File: config.mk
export PLATFORM = sky130hd
export DESIGN_NAME = cpu_6502_execute_unit_core
export DESIGN_NICKNAME = d
export VERILOG_FILES = /design/src/design/c6502_pkg.sv /design/src/design/cpu_6502_execute_unit_core.sv /design/src/design/c6502_stack.sv /design/src/design/c6502_exec.sv
export SDC_FILE = /design/constraint.sdc
export NUM_CORES = 2
export LEC_CHECK = 0
export BUFFER_PORTS_ARGS = -buffer_cell sky130_fd_sc_hd__buf_2
export CORE_MARGIN = 4
export CORE_UTILIZATION = 63
export DETAILED_ROUTE_END_ITERATION = 7
export GPL_TIMING_DRIVEN = 1
export PLACE_DENSITY = 0.83
export SLEW_MARGIN = 20
export SYNTH_ARGS = -nofsm -noshare
export SYNTH_HDL_FRONTEND = slang
export SYNTH_SLANG_ARGS = --single-unit
File: constraint.sdc
create_clock -name clk -period 8.9 [get_ports clk]
set_input_delay 1.78 -clock clk [delete_from_list [all_inputs] [get_ports clk]]
set_output_delay 1.78 -clock clk [all_outputs]
set_load 0.01 [all_outputs]
File: src/design/c6502_pkg.sv
// Shared types and opcode codes for the 6502 execute unit.
// No dependencies.
package c6502_pkg;

	localparam int StackDepthDefault = 256;

	localparam logic [7:0] FlagC = 8'h01;
	localparam logic [7:0] FlagZ = 8'h02;
	localparam logic [7:0] FlagI = 8'h04;
	localparam logic [7:0] FlagD = 8'h08;
	localparam logic [7:0] FlagB = 8'h10;
	localparam logic [7:0] FlagU = 8'h20;
	localparam logic [7:0] FlagV = 8'h40;
	localparam logic [7:0] FlagN = 8'h80;
	localparam logic [7:0] SpReset = 8'hFD;
	localparam logic [7:0] StatusReset = 8'b00000100;

	typedef enum logic [1:0] {
		REG_RESET_VEC = 2'd0,
		REG_NMI_VEC   = 2'd1,
		REG_IRQ_VEC   = 2'd2
	} reg_idx_t;

	typedef enum logic [5:0] {
		OP_ADC = 6'd0,  OP_AND = 6'd1,  OP_ASL = 6'd2,  OP_BCC = 6'd3,
		OP_BCS = 6'd4,  OP_BEQ = 6'd5,  OP_BIT = 6'd6,  OP_BMI = 6'd7,
		OP_BNE = 6'd8,  OP_BPL = 6'd9,  OP_BRK = 6'd10, OP_BVC = 6'd11,
		OP_BVS = 6'd12, OP_CLC = 6'd13, OP_CLD = 6'd14, OP_CLI = 6'd15,
		OP_CLV = 6'd16, OP_CMP = 6'd17, OP_CPX = 6'd18, OP_CPY = 6'd19,
		OP_DEC = 6'd20, OP_DEX = 6'd21, OP_DEY = 6'd22, OP_EOR = 6'd23,
		OP_INC = 6'd24, OP_INX = 6'd25, OP_INY = 6'd26, OP_JMP = 6'd27,
		OP_JSR = 6'd28, OP_LDA = 6'd29, OP_LDX = 6'd30, OP_LDY = 6'd31,
		OP_LSR = 6'd32, OP_NOP = 6'd33, OP_ORA = 6'd34, OP_PHA = 6'd35,
		OP_PHP = 6'd36, OP_PLA = 6'd37, OP_PLP = 6'd38, OP_ROL = 6'd39,
		OP_ROR = 6'd40, OP_RTI = 6'd41, OP_RTS = 6'd42, OP_SBC = 6'd43,
		OP_SEC = 6'd44, OP_SED = 6'd45, OP_SEI = 6'd46, OP_STA = 6'd47,
		OP_STX = 6'd48, OP_STY = 6'd49, OP_TAX = 6'd50, OP_TAY = 6'd51,
		OP_TSX = 6'd52, OP_TXA = 6'd53, OP_TXS = 6'd54, OP_TYA = 6'd55,
		OP_NMI = 6'd56, OP_IRQ = 6'd57
	} op_t;

	// architectural registers
	typedef struct packed {
		logic [7:0]  a;
		logic [7:0]  x;
		logic [7:0]  y;
		logic [7:0]  sp;
		logic [7:0]  p;
		logic [15:0] pc;
	} regs_t;

	// stack write request: count of bytes pushed and bytes in push order
	typedef struct packed {
		logic [1:0] n;
		logic [7:0] b0;
		logic [7:0] b1;
		logic [7:0] b2;
	} push_t;

	// bytes above the stack pointer, nearest first
	typedef struct packed {
		logic [7:0] r0;
		logic [7:0] r1;
		logic [7:0] r2;
	} pull_t;

	function automatic logic [7:0] with_nz(logic [7:0] p, logic [7:0] v);
		logic [7:0] q;
		q = p & ~(FlagZ | FlagN);
		if (v == 8'h00) q = q | FlagZ;
		return q | (v & FlagN);
	endfunction

endpackage

File: src/design/cpu_6502_execute_unit_core.sv
// Top level of the 6502 execute unit: request/result handshakes and registers.
// Depends on c6502_pkg, c6502_exec and c6502_stack.
//
// Executes one decoded 6502 instruction per cycle while neither the output stall
// nor the stack sweep holds it. A request is captured in an input register,
// executed through the single combinational execute path against the architectural
// registers and stack page, and the outcome lands in a result register; a new
// request can be taken every cycle while results flow out. Throughput is one per
// cycle, bounded by the output stall and the stack sweep. After reset the stack
// page is swept to 0xFF four bytes a cycle; the input stalls during the sweep,
// configuration writes are taken.
// STACK_DEPTH must be a power of two. Writing the reset vector also loads PC;
// write configuration only while no request is in flight.
module cpu_6502_execute_unit_core #(
	parameter int STACK_DEPTH = c6502_pkg::StackDepthDefault
) (
	input  logic        clk,
	input  logic        arst_n,
	input  logic        in_valid,
	output logic        in_stall,
	input  logic [5:0]  op,
	input  logic [7:0]  operand,
	input  logic [15:0] target_address,
	input  logic [1:0]  instr_length,
	input  logic        acc_mode,
	output logic        out_valid,
	input  logic        out_stall,
	output logic        mem_write,
	output logic [7:0]  write_data,
	output logic [15:0] pc_next,
	output logic [7:0]  acc_out,
	output logic [7:0]  x_out,
	output logic [7:0]  y_out,
	output logic [7:0]  sp_out,
	output logic [7:0]  status_out,
	input  logic        cfg_we,
	input  logic [1:0]  cfg_index,
	input  logic [15:0] cfg_data
);
	import c6502_pkg::*;

	logic        valid_s1;
	logic [5:0]  op_s1;
	logic [7:0]  operand_s1;
	logic [15:0] target_s1;
	logic [1:0]  len_s1;
	logic        accm_s1;
	logic        advance;
	logic        exec_we;
	logic        stack_busy;
	logic [7:0]  sp_nxt;
	regs_t       regs_q, regs_nxt;
	push_t       push;
	pull_t       pull;
	logic [15:0] nmi_vec_q, irq_vec_q;
	logic        wr_nxt;
	logic [7:0]  wd_nxt;

	assign advance  = valid_s1 && (!out_valid || !out_stall);
	assign in_stall = stack_busy || (valid_s1 && !advance);
	assign exec_we  = advance && !cfg_we;
	assign sp_nxt   = exec_we ? regs_nxt.sp : regs_q.sp;

	// capture requests
	always_ff @(posedge clk or negedge arst_n) begin
		if (!arst_n) begin
			valid_s1 <= 1'b0;
		end else if (!in_stall) begin
			valid_s1 <= in_valid;
		end
	end

	always_ff @(posedge clk) begin
		if (!in_stall && in_valid) begin
			op_s1      <= op;
			operand_s1 <= operand;
			target_s1  <= target_address;
			len_s1     <= instr_length;
			accm_s1    <= acc_mode;
		end
	end

	c6502_exec u_exec (
		.op             (op_s1),
		.operand        (operand_s1),
		.target_address (target_s1),
		.instr_length   (len_s1),
		.acc_mode       (accm_s1),
		.cur            (regs_q),
		.nmi_vec        (nmi_vec_q),
		.irq_vec        (irq_vec_q),
		.pull           (pull),
		.nxt            (regs_nxt),
		.push           (push),
		.mem_write      (wr_nxt),
		.write_data     (wd_nxt)
	);

	c6502_stack #(.STACK_DEPTH(STACK_DEPTH)) u_stack (
		.clk    (clk),
		.arst_n (arst_n),
		.we     (exec_we),
		.sp     (regs_q.sp),
		.sp_nxt (sp_nxt),
		.push   (push),
		.pull   (pull),
		.busy   (stack_busy)
	);

	// architectural registers and vector configuration
	always_ff @(posedge clk or negedge arst_n) begin
		if (!arst_n) begin
			regs_q      <= '{a: 8'h00, x: 8'h00, y: 8'h00, sp: SpReset,
			                 p: StatusReset, pc: 16'h0000};
			nmi_vec_q   <= 16'h0000;
			irq_vec_q   <= 16'h0000;
		end else if (cfg_we) begin
			unique case (cfg_index)
				REG_RESET_VEC: regs_q.pc <= cfg_data;
				REG_NMI_VEC:   nmi_vec_q <= cfg_data;
				REG_IRQ_VEC:   irq_vec_q <= cfg_data;
				default: ;
			endcase
		end else if (advance) begin
			regs_q <= regs_nxt;
		end
	end

	// result register
	always_ff @(posedge clk or negedge arst_n) begin
		if (!arst_n) begin
			out_valid <= 1'b0;
		end else if (!out_valid || !out_stall) begin
			out_valid <= valid_s1;
		end
	end

	always_ff @(posedge clk) begin
		if (advance) begin
			mem_write  <= wr_nxt;
			write_data <= wd_nxt;
			pc_next    <= regs_nxt.pc;
			acc_out    <= regs_nxt.a;
			x_out      <= regs_nxt.x;
			y_out      <= regs_nxt.y;
			sp_out     <= regs_nxt.sp;
			status_out <= regs_nxt.p;
		end
	end

	// input side stalls only during the sweep or behind a held result
	a_stall_cause: assert property (@(posedge clk) disable iff (!arst_n)
		in_stall |-> (stack_busy || (valid_s1 && out_valid && out_stall)))
		else $error("input stalled without a held result");

	// a held result keeps its program counter
	a_hold_pc: assert property (@(posedge clk) disable iff (!arst_n)
		(out_valid && out_stall) |=> (out_valid && $stable(pc_next)))
		else $error("held result changed");

	// registers move only on execution or configuration
	a_regs_idle: assert property (@(posedge clk) disable iff (!arst_n)
		(!$past(advance) && !$past(cfg_we)) |-> $stable(regs_q))
		else $error("registers changed while idle");

endmodule

File: src/design/c6502_stack.sv
// Stack page storage: four banks by slot, up to three pushes and three pulled bytes per instruction.
// Depends on c6502_pkg.
module c6502_stack #(
	parameter int STACK_DEPTH = c6502_pkg::StackDepthDefault
) (
	input  logic              clk,
	input  logic              arst_n,
	input  logic              we,
	input  logic [7:0]        sp,
	input  logic [7:0]        sp_nxt,
	input  c6502_pkg::push_t  push,
	output c6502_pkg::pull_t  pull,
	output logic              busy
);
	import c6502_pkg::*;

	// depth is a power of two; consecutive slots fall in different banks
	localparam int BANK_DEPTH = STACK_DEPTH / 4;
	localparam int RW = $clog2(BANK_DEPTH);
	localparam logic [RW-1:0] LAST_ROW = RW'(BANK_DEPTH - 1);

	logic [RW-1:0] clr_row_q;
	logic          clr_busy_q;
	logic [7:0]    rd_data [4];
	logic [7:0]    sp_p1, sp_p2, sp_p3;

	always_comb begin
		sp_p1 = sp + 8'd1;
		sp_p2 = sp + 8'd2;
		sp_p3 = sp + 8'd3;
	end

	// pick the bytes a pull would take from the bank holding each slot
	assign pull.r0 = rd_data[sp_p1[1:0]];
	assign pull.r1 = rd_data[sp_p2[1:0]];
	assign pull.r2 = rd_data[sp_p3[1:0]];

	// sweep every row to 0xFF after reset, one row of all banks per cycle
	always_ff @(posedge clk or negedge arst_n) begin
		if (!arst_n) begin
			clr_busy_q <= 1'b1;
			clr_row_q  <= '0;
		end else if (clr_busy_q) begin
			if (clr_row_q == LAST_ROW) clr_busy_q <= 1'b0;
			clr_row_q <= clr_row_q + RW'(1);
		end
	end

	assign busy = clr_busy_q;

	for (genvar b = 0; b < 4; b++) begin : g_bank
		logic [7:0]    mem_q [BANK_DEPTH];
		logic [7:0]    rd_q;
		logic [1:0]    push_k, pull_k;
		logic [7:0]    wr_slot, rd_slot;
		logic          wr_en;
		logic [RW-1:0] wr_row, rd_row;
		logic [7:0]    wr_byte;

		// map the pushed byte and the next pulled slot onto this bank
		always_comb begin
			push_k  = sp[1:0] - 2'(b);
			pull_k  = 2'(b) - sp_nxt[1:0] - 2'd1;
			wr_slot = sp - {6'd0, push_k};
			rd_slot = sp_nxt + 8'd1 + {6'd0, pull_k};
			wr_row  = wr_slot[RW+1:2];
			rd_row  = rd_slot[RW+1:2];
			unique case (push_k)
				2'd0:    wr_byte = push.b0;
				2'd1:    wr_byte = push.b1;
				default: wr_byte = push.b2;
			endcase
			wr_en = we && (push_k < push.n);
			if (clr_busy_q) begin
				wr_en   = 1'b1;
				wr_row  = clr_row_q;
				wr_byte = 8'hFF;
			end
		end

		// write the bank and register the read, passing a same-row write through
		always_ff @(posedge clk) begin
			if (wr_en) mem_q[wr_row] <= wr_byte;
			if (wr_en && wr_row == rd_row) rd_q <= wr_byte;
			else rd_q <= mem_q[rd_row];
		end

		assign rd_data[b] = rd_q;
	end

endmodule

File: src/design/c6502_exec.sv
// Combinational instruction execution: ALU, flags, branches, stack traffic.
// Depends on c6502_pkg.
module c6502_exec (
	input  logic [5:0]         op,
	input  logic [7:0]         operand,
	input  logic [15:0]        target_address,
	input  logic [1:0]         instr_length,
	input  logic               acc_mode,
	input  c6502_pkg::regs_t   cur,
	input  logic [15:0]        nmi_vec,
	input  logic [15:0]        irq_vec,
	input  c6502_pkg::pull_t   pull,
	output c6502_pkg::regs_t   nxt,
	output c6502_pkg::push_t   push,
	output logic               mem_write,
	output logic [7:0]         write_data
);
	import c6502_pkg::*;

	logic [15:0] seq_pc, taken_pc, pc_ret;
	logic [8:0]  sum;
	logic [7:0]  addend, src, sh, res8, cmp_reg;
	logic        sh_c;

	always_comb begin
		seq_pc   = cur.pc + {14'd0, instr_length};
		taken_pc = seq_pc + {{8{operand[7]}}, operand};
		pc_ret   = cur.pc + 16'd2;
		addend   = (op == OP_SBC) ? ~operand : operand;
		sum      = {1'b0, cur.a} + {1'b0, addend} + {8'd0, cur.p[0]};
		src      = acc_mode ? cur.a : operand;
		cmp_reg  = (op == OP_CPX) ? cur.x : ((op == OP_CPY) ? cur.y : cur.a);
		res8     = cmp_reg - operand;
		unique case (op)
			OP_ASL:  begin sh = {src[6:0], 1'b0};     sh_c = src[7]; end
			OP_ROL:  begin sh = {src[6:0], cur.p[0]}; sh_c = src[7]; end
			OP_LSR:  begin sh = {1'b0, src[7:1]};     sh_c = src[0]; end
			default: begin sh = {cur.p[0], src[7:1]}; sh_c = src[0]; end
		endcase
	end

	// decode and execute one instruction
	always_comb begin
		nxt        = cur;
		nxt.pc     = seq_pc;
		push       = '0;
		mem_write  = 1'b0;
		write_data = 8'h00;
		unique case (op)
			OP_ADC, OP_SBC: begin
				nxt.a = sum[7:0];
				nxt.p = with_nz(cur.p & ~(FlagC | FlagV), sum[7:0]);
				nxt.p[0] = sum[8];
				nxt.p[6] = ~(cur.a[7] ^ addend[7]) & (cur.a[7] ^ sum[7]);
			end
			OP_AND: begin nxt.a = cur.a & operand; nxt.p = with_nz(cur.p, nxt.a); end
			OP_EOR: begin nxt.a = cur.a ^ operand; nxt.p = with_nz(cur.p, nxt.a); end
			OP_ORA: begin nxt.a = cur.a | operand; nxt.p = with_nz(cur.p, nxt.a); end
			OP_ASL, OP_LSR, OP_ROL, OP_ROR: begin
				nxt.p = with_nz(cur.p, sh);
				nxt.p[0] = sh_c;
				if (acc_mode) begin
					nxt.a = sh;
				end else begin
					mem_write  = 1'b1;
					write_data = sh;
				end
			end
			OP_BCC: if (!cur.p[0]) nxt.pc = taken_pc;
			OP_BCS: if (cur.p[0])  nxt.pc = taken_pc;
			OP_BEQ: if (cur.p[1])  nxt.pc = taken_pc;
			OP_BNE: if (!cur.p[1]) nxt.pc = taken_pc;
			OP_BMI: if (cur.p[7])  nxt.pc = taken_pc;
			OP_BPL: if (!cur.p[7]) nxt.pc = taken_pc;
			OP_BVS: if (cur.p[6])  nxt.pc = taken_pc;
			OP_BVC: if (!cur.p[6]) nxt.pc = taken_pc;
			OP_BIT: begin
				nxt.p = (cur.p & ~(FlagZ | FlagV | FlagN)) | (operand & (FlagV | FlagN));
				nxt.p[1] = ((cur.a & operand) == 8'h00);
			end
			OP_BRK: begin
				push   = '{n: 2'd3, b0: pc_ret[15:8], b1: pc_ret[7:0],
				           b2: cur.p | FlagB | FlagU};
				nxt.sp = cur.sp - 8'd3;
				nxt.p  = cur.p | FlagB | FlagU | FlagI;
				nxt.pc = irq_vec;
			end
			OP_CLC: nxt.p = cur.p & ~FlagC;
			OP_CLD: nxt.p = cur.p & ~FlagD;
			OP_CLI: nxt.p = cur.p & ~FlagI;
			OP_CLV: nxt.p = cur.p & ~FlagV;
			OP_SEC: nxt.p = cur.p | FlagC;
			OP_SED: nxt.p = cur.p | FlagD;
			OP_SEI: nxt.p = cur.p | FlagI;
			OP_CMP, OP_CPX, OP_CPY: begin
				nxt.p = with_nz(cur.p, res8);
				nxt.p[0] = (cmp_reg >= operand);
			end
			OP_DEC: begin
				mem_write = 1'b1; write_data = operand - 8'd1;
				nxt.p = with_nz(cur.p, write_data);
			end
			OP_INC: begin
				mem_write = 1'b1; write_data = operand + 8'd1;
				nxt.p = with_nz(cur.p, write_data);
			end
			OP_DEX: begin nxt.x = cur.x - 8'd1; nxt.p = with_nz(cur.p, nxt.x); end
			OP_DEY: begin nxt.y = cur.y - 8'd1; nxt.p = with_nz(cur.p, nxt.y); end
			OP_INX: begin nxt.x = cur.x + 8'd1; nxt.p = with_nz(cur.p, nxt.x); end
			OP_INY: begin nxt.y = cur.y + 8'd1; nxt.p = with_nz(cur.p, nxt.y); end
			OP_JMP: nxt.pc = target_address;
			OP_JSR: begin
				push   = '{n: 2'd2, b0: pc_ret[15:8], b1: pc_ret[7:0], b2: 8'h00};
				nxt.sp = cur.sp - 8'd2;
				nxt.pc = target_address;
			end
			OP_LDA: begin nxt.a = operand; nxt.p = with_nz(cur.p, operand); end
			OP_LDX: begin nxt.x = operand; nxt.p = with_nz(cur.p, operand); end
			OP_LDY: begin nxt.y = operand; nxt.p = with_nz(cur.p, operand); end
			OP_PHA: begin
				push   = '{n: 2'd1, b0: cur.a, b1: 8'h00, b2: 8'h00};
				nxt.sp = cur.sp - 8'd1;
			end
			OP_PHP: begin
				push   = '{n: 2'd1, b0: cur.p | FlagB | FlagU, b1: 8'h00, b2: 8'h00};
				nxt.sp = cur.sp - 8'd1;
			end
			OP_PLA: begin
				nxt.a  = pull.r0; nxt.p = with_nz(cur.p, pull.r0);
				nxt.sp = cur.sp + 8'd1;
			end
			OP_PLP: begin
				nxt.p  = (cur.p & (FlagB | FlagU)) | (pull.r0 & ~(FlagB | FlagU));
				nxt.sp = cur.sp + 8'd1;
			end
			OP_RTI: begin
				nxt.p  = (cur.p & (FlagB | FlagU)) | (pull.r0 & ~(FlagB | FlagU));
				nxt.pc = {pull.r2, pull.r1};
				nxt.sp = cur.sp + 8'd3;
			end
			OP_RTS: begin
				nxt.pc = {pull.r1, pull.r0} + 16'd1;
				nxt.sp = cur.sp + 8'd2;
			end
			OP_STA: begin mem_write = 1'b1; write_data = cur.a; end
			OP_STX: begin mem_write = 1'b1; write_data = cur.x; end
			OP_STY: begin mem_write = 1'b1; write_data = cur.y; end
			OP_TAX: begin nxt.x = cur.a;  nxt.p = with_nz(cur.p, cur.a); end
			OP_TAY: begin nxt.y = cur.a;  nxt.p = with_nz(cur.p, cur.a); end
			OP_TSX: begin nxt.x = cur.sp; nxt.p = with_nz(cur.p, cur.sp); end
			OP_TXA: begin nxt.a = cur.x;  nxt.p = with_nz(cur.p, cur.x); end
			OP_TXS: nxt.sp = cur.x;
			OP_TYA: begin nxt.a = cur.y;  nxt.p = with_nz(cur.p, cur.y); end
			OP_NMI, OP_IRQ: begin
				if (op == OP_IRQ && cur.p[2]) begin
					nxt.pc = cur.pc;
				end else begin
					push   = '{n: 2'd3, b0: cur.pc[15:8], b1: cur.pc[7:0],
					           b2: (cur.p & ~FlagB) | FlagU};
					nxt.sp = cur.sp - 8'd3;
					nxt.p  = (cur.p & ~FlagB) | FlagU | FlagI;
					nxt.pc = (op == OP_NMI) ? nmi_vec : irq_vec;
				end
			end
			default: ;
		endcase
	end

endmodule
# After elaboration in Yosys (flattened, before gate mapping)
# Memory sizes are Yosys's and may differ from the RTL's. A register that Yosys moved wholly into a read port is not among the register bits.
# Cells that the tools add are included.
[totals]
ff_bits = 195
out_inout_bits = 67
ramBits = 2048
mem_count = 4
[mem_list]
columns = ["name", "words", "width", "rd", "rd_ports_with_merged_regs", "write_ports", "line_no", "text"]
rows = [
  ["u_stack.g_bank[0].mem_q", 64, 8, 1, 1, 1, "c6502_stack.sv:52", "logic [7:0] mem_q [BANK_DEPTH];"],
  ["u_stack.g_bank[1].mem_q", 64, 8, 1, 1, 1, "c6502_stack.sv:52", ""],
  ["u_stack.g_bank[2].mem_q", 64, 8, 1, 1, 1, "c6502_stack.sv:52", ""],
  ["u_stack.g_bank[3].mem_q", 64, 8, 1, 1, 1, "c6502_stack.sv:52", ""],
]
[classes]
bitwise_logic = 35
n_reduce_logical = 55
eq_ne = 64
n_lt_le_gt_ge = 8
n_mux = 108
n_addsub = 40
[ops]
columns = ["op", "count"]
rows = [
  ["$mux 8", 38],
  ["$pmux 8 s32", 1],
  ["$mux 16", 14],
  ["$pmux 16 s13", 1],
  ["$or 8x8->8", 22],
  ["$eq 6x6->1 const B", 26],
  ["$logic_not 8->1", 18],
  ["$pmux 26 s5", 1],
  ["$eq 6x5->1 const B", 16],
  ["$pmux 8 s9", 1],
  ["$pmux 8 s2", 4],
  ["$pmux 8 s8", 1],
  ["$bmux 8 s2", 3],
  ["$eq 6x4->1 const B", 8],
  ["$pmux 8 s6", 1],
  ["$add 8x1->8 const B", 5],
  ["$pmux 8 s5", 1],
  ["$mux 2", 18],
  ["$add 8x2->8", 4],
  ["$pmux 8 s4", 1],
  ["$sub 8x1->8 const B", 4],
  ["$sub 8x2->8", 4],
  ["$mux 26", 1],
  ["$eq 6x3->1 const B", 4],
  ["other kinds (45)", 113],
]

# Logic depth before layout (Yosys ltp)
[depth]
word_depth = 10
mapped_depth = 21

# Modules after synthesis
# A second synthesis with hierarchy kept.
[hier_totals]
hier_cells = 5871
area_unflattened_um2 = 98917.4
[modules_own_cells]
columns = ["module", "seq_area_each_um2", "cells_per_inst", "n_inst", "area_per_inst_um2"]
rows = [
  ["c6502_stack", 62155.9, 4121, 1, 82984.6],
  ["c6502_exec", 0.0, 1428, 1, 9187.6],
  ["cpu_6502_execute_unit_core", 5205.0, 322, 1, 6745.2],
]

# Least setup slack after synthesis
# No wires, ideal clock.
[synth_path]
path_kind = "reg-to-reg"
start = "register regs_q[24] (netlist bit)"
end = "memory u_stack.g_bank[1].mem_q[0][0] (data pin)"
period_less_slack_ns = 7.623
setup_slack_ns = 1.277
t_required_ns = 7.891
setup_ns = 1.009
path_buffers = 5
stages_incl_launch_ff = 9
arrival_ns = 6.614
path_cell_list = "dfstp_2 buf_1 inv_1 clkbuf_1 buf_1 ha_1 buf_1 clkbuf_1 o311ai_0"
[synth_between]
elab_chain_len = 4
elab_cells_between_ends = 5
classes_between = "1 x add/sub; 1 x eq/ne; 2 x mux; 1 x reduce/logical"
[synth_rtl]
columns = ["element", "line_no", "text"]
rows = [
  ["start: declaration", "cpu_6502_execute_unit_core.sv:52", "regs_t regs_q, regs_nxt;"],
  ["start signal: assignment", "cpu_6502_execute_unit_core.sv:113", "regs_q <= '{a: 8'h00, x: 8'h00, y: 8'h00, sp: SpReset,"],
  ["start signal: assignment", "cpu_6502_execute_unit_core.sv:125", "regs_q <= regs_nxt;"],
  ["$sub 2x1->2 (*)", "c6502_stack.sv:62", "push_k = sp[1:0] - 2'(b);"],
  ["$eq 2x1->1 / $logic_not 2->1 (equally long branches)", "c6502_stack.sv:68", "unique case (push_k)"],
  ["$pmux 8 s2 (*)", "c6502_stack.sv:68", ""],
  ["$mux 8 (*)", "c6502_stack.sv:74", "if (clr_busy_q) begin"],
  ["named net u_stack.g_bank[1].wr_byte[0]", "c6502_stack.sv:58", "logic [7:0] wr_byte;"],
  ["end: declaration", "c6502_stack.sv:52", ""],
]
# The timed path passes the listed nets; every way through them passes the cells marked *.

==> run metrics <==
Post-synth EDFFs=2146; Final Max Slew Viols=0; pin count of the biggest net entering global routing=95; Area Growth Syn to Fin=9.91%; synth cell count leaders=edfxtp_1, nor2_1, mux4_2; clk slew on worst S/H paths=0.07 ns; Worst IR Drop VDD=402 uV; Met1 Routed Length=103000 um; post-synthesis cell count=6079; Slew headroom=12.0%; Mapped Nets=6226; HP Class=flop to flop; failing checks=DRC; worst skew pair latency=0.89 ns; Starting Density=63.4%; Tcrit/Tclk final=68.1%; CP max FO=59; post-route ant nets=0; yosys warns=0; Crit path required time=9.59 ns; most common cell in the netlist=edfxtp_1; port buffer count=122; # setup viols final=0; Wirelength per Cell=36.8 um; Max Fclk=165 MHz; clk root buf=clkbuf_16; nets=6337; Core ar.=156000 sq um; Total Routing Usage GR=37.3%; Finished Cell Area=109000 sq um; Final Hold Fails=0; share of cells above drive strength 1=19.9%; CTS Hold Bufs=0; Iter 0 DRT Violations=13200; TNS Setup=0 ns; PostCTS Resize Cnt=0; Placed Area=102000 sq um; initial antenna violation count=12; DR top layer=met5; floorplan row count=145; DR WL met3=42400 um; Final min period=6.06 ns; synth unique cells=103; Worst-Margin Slew=1.31 ns; mean post-synth cell area=16.3 sq um; CTS tree=built; die area=164000 sq um; drt pass-1 iters=8; global route overflow=0; Final HPWL DP=184000 um; DR WL met2=143000 um; area fraction of the dominant cell type after synthesis=65.0%; CTS buffer count=209; Critical Path AT=6.75 ns; Die Y=405 um; clock buffer depth=3; Seq/Total Area, Yosys=68.0%; gpl congestion=1.01; Worst Skew=0.0869 ns; maxcap violations=0; leak pwr=36.0 nW; first-pass GRT wire length=443000 um; status=finished with violations; unrepaired setup endpoints after global routing=no; synthesized flop and latch total=2267; Synth area leader=edfxtp_1; number of setup buffers added after CTS=0; H-tree levels=4; number of global-route vias before repair=62100; CP Launch Type=flop; Via-to-Cell Ratio=7.62; vias=64200; Mapped Area=99100 sq um; crit path capture type=flop; Clock Sinks=2267; critical path class=flop to flop; P per Cell Area=338 nW/um^2; Die Wd=405 um; post-synthesis async set-or-reset flop share=4.28%; Ports=123; DRC errors left=2; WL final=310000 um; Synth area leaders=edfxtp_1, mux4_2, dfrtp_1; Primary FF master, synth=edfxtp_1; # fillers=9062
layout make-up:
cell class / count / area (sq um) / area share [%]
diodes: 3 / 7.51 / 0.00689
clock buffers: 247 / 5440 / 5.00
clock inverters: 136 / 1610 / 1.48
inverters: 91 / 342 / 0.314
multi-input cells: 3367 / 29900 / 27.4
flip-flops and latches: 2267 / 67400 / 61.9
well taps: 2058 / 2570 / 2.36
repair buffers: 254 / 1650 / 1.52
power by group:
group	switching [mW]	total (mW)	internal [mW]	leakage (nW)
Clock	4.26	9.40	5.15	3.43
Combinational	8.66	13.1	4.44	11.2
Sequential	1.05	14.3	13.3	21.3
Total	14.0	36.8	22.9	36.0
flip-flops by register name, indices dropped and copies added, names as in the netlist, 8 cells and up, named ones only:
register and cells:
write_data 8, status_out 8, u_stack.g_bank.mem_q 2048, irq_vec_q 16, acc_out 8, target_s1 16
regs_q 56, pc_next 16, operand_s1 8, nmi_vec_q 16, y_out 8, sp_out 8
x_out 8
per-stage QoR:
| step | power, mW | util [%] | std cells | setup WS (ns) | hold slack, ns |
|---|---|---|---|---|---|
| 2_1_floorplan | 22.1 | - | 6079 | 1.28 | 0.419 |
| 3_3_place_gp | 26.3 | 65.2 | 8032 | 3.17 | 0.430 |
| 3_5_place_dp | 26.7 | 65.2 | 8033 | 3.30 | 0.437 |
| 4_1_cts | 36.1 | 69.7 | 8416 | 3.07 | 0.453 |
| 5_1_grt | 37.6 | 69.7 | 8420 | 2.55 | 0.463 |
| 6_report | 36.8 | 69.7 | 8423 | 2.84 | 0.456 |
cell usage in the layout, fill, tap and decap left out, drive strengths merged, types with 21 or more instances in the layout:
master,n
nand3,170
dfxtp,24
mux4,513
edfxtp,2146
o21ai,188
nor4,26
nand3b,27
clkinv,100
nand2,386
a22oi,110
a221oi,51
xor2,45
and2,21
ha,87
clkbuf,247
mux2i,140
o22ai,94
nand2b,56
nor3,84
dfrtp,88
nand4,34
a31oi,41
inv,95
a21oi,127
buf,254
o211ai,27
nor2b,58
and3,30
a222oi,28
xnor2,75
mux2,77
bufinv,25
nor2,505
a211oi,30
or2,22
cell families (layout without fill, tap and decap cells):
group / count (synthesis) / after routing / share of synthesized area [%]
AOI/OAI and AO/OA: 935 / 935 / 6.58
DFF: 2267 / 2267 / 68.0
other: 1 / 4 / 0.00378
buffers and inverters: 445 / 728 / 2.15
xor gates and xnor gates: 120 / 120 / 1.06
and+or+nand+nor: 1490 / 1490 / 7.02
adders and majority gates: 91 / 91 / 1.18
muxes: 730 / 730 / 14.0
final timing paths:
kind | startpoint | end | slack (ns) | depth (start not counted)
worst min-delay path | regs_q[21]$_DFFE_PN0P_ | regs_q[21]$_DFFE_PN0P_ | 0.46 | 1
worst max-delay path | flop | regs_q[15]$_DFFE_PN0P_ | 2.84 | 12
min in group asynchronous | arst_n | out_valid$_DFFE_PN0N_ | 0.93 | 1
max in group asynchronous | arst_n | regs_q[15]$_DFFE_PN0P_ | 6.53 | 2
worst max register to register | flop | regs_q[15]$_DFFE_PN0P_ | 2.84 | 12
worst min register to register | regs_q[21]$_DFFE_PN0P_ | regs_q[21]$_DFFE_PN0P_ | 0.46 | 1
metal layers:
layer,up-vias,GRT usage [%]
met5,-,0
met4,6,18.2
met3,1395,10.0
met2,6421,57.6
met1,31700,50.0
li1,24700,-
critical path: stages (launching register included):
cell       delay (ns)
dfxtp_4          0.95
buf_12           0.48
mux4_2           0.59
mux2_2           0.34
mux4_2           0.55
a221oi_1         0.92
a31oi_1          0.30
o211ai_1         0.74
nand4bb_1        0.31
nor4_2           0.09
mux2i_1          0.16
nand3_1          0.11
o221a_1          0.26
No activity file was read; power rests on OpenSTA's default activity.
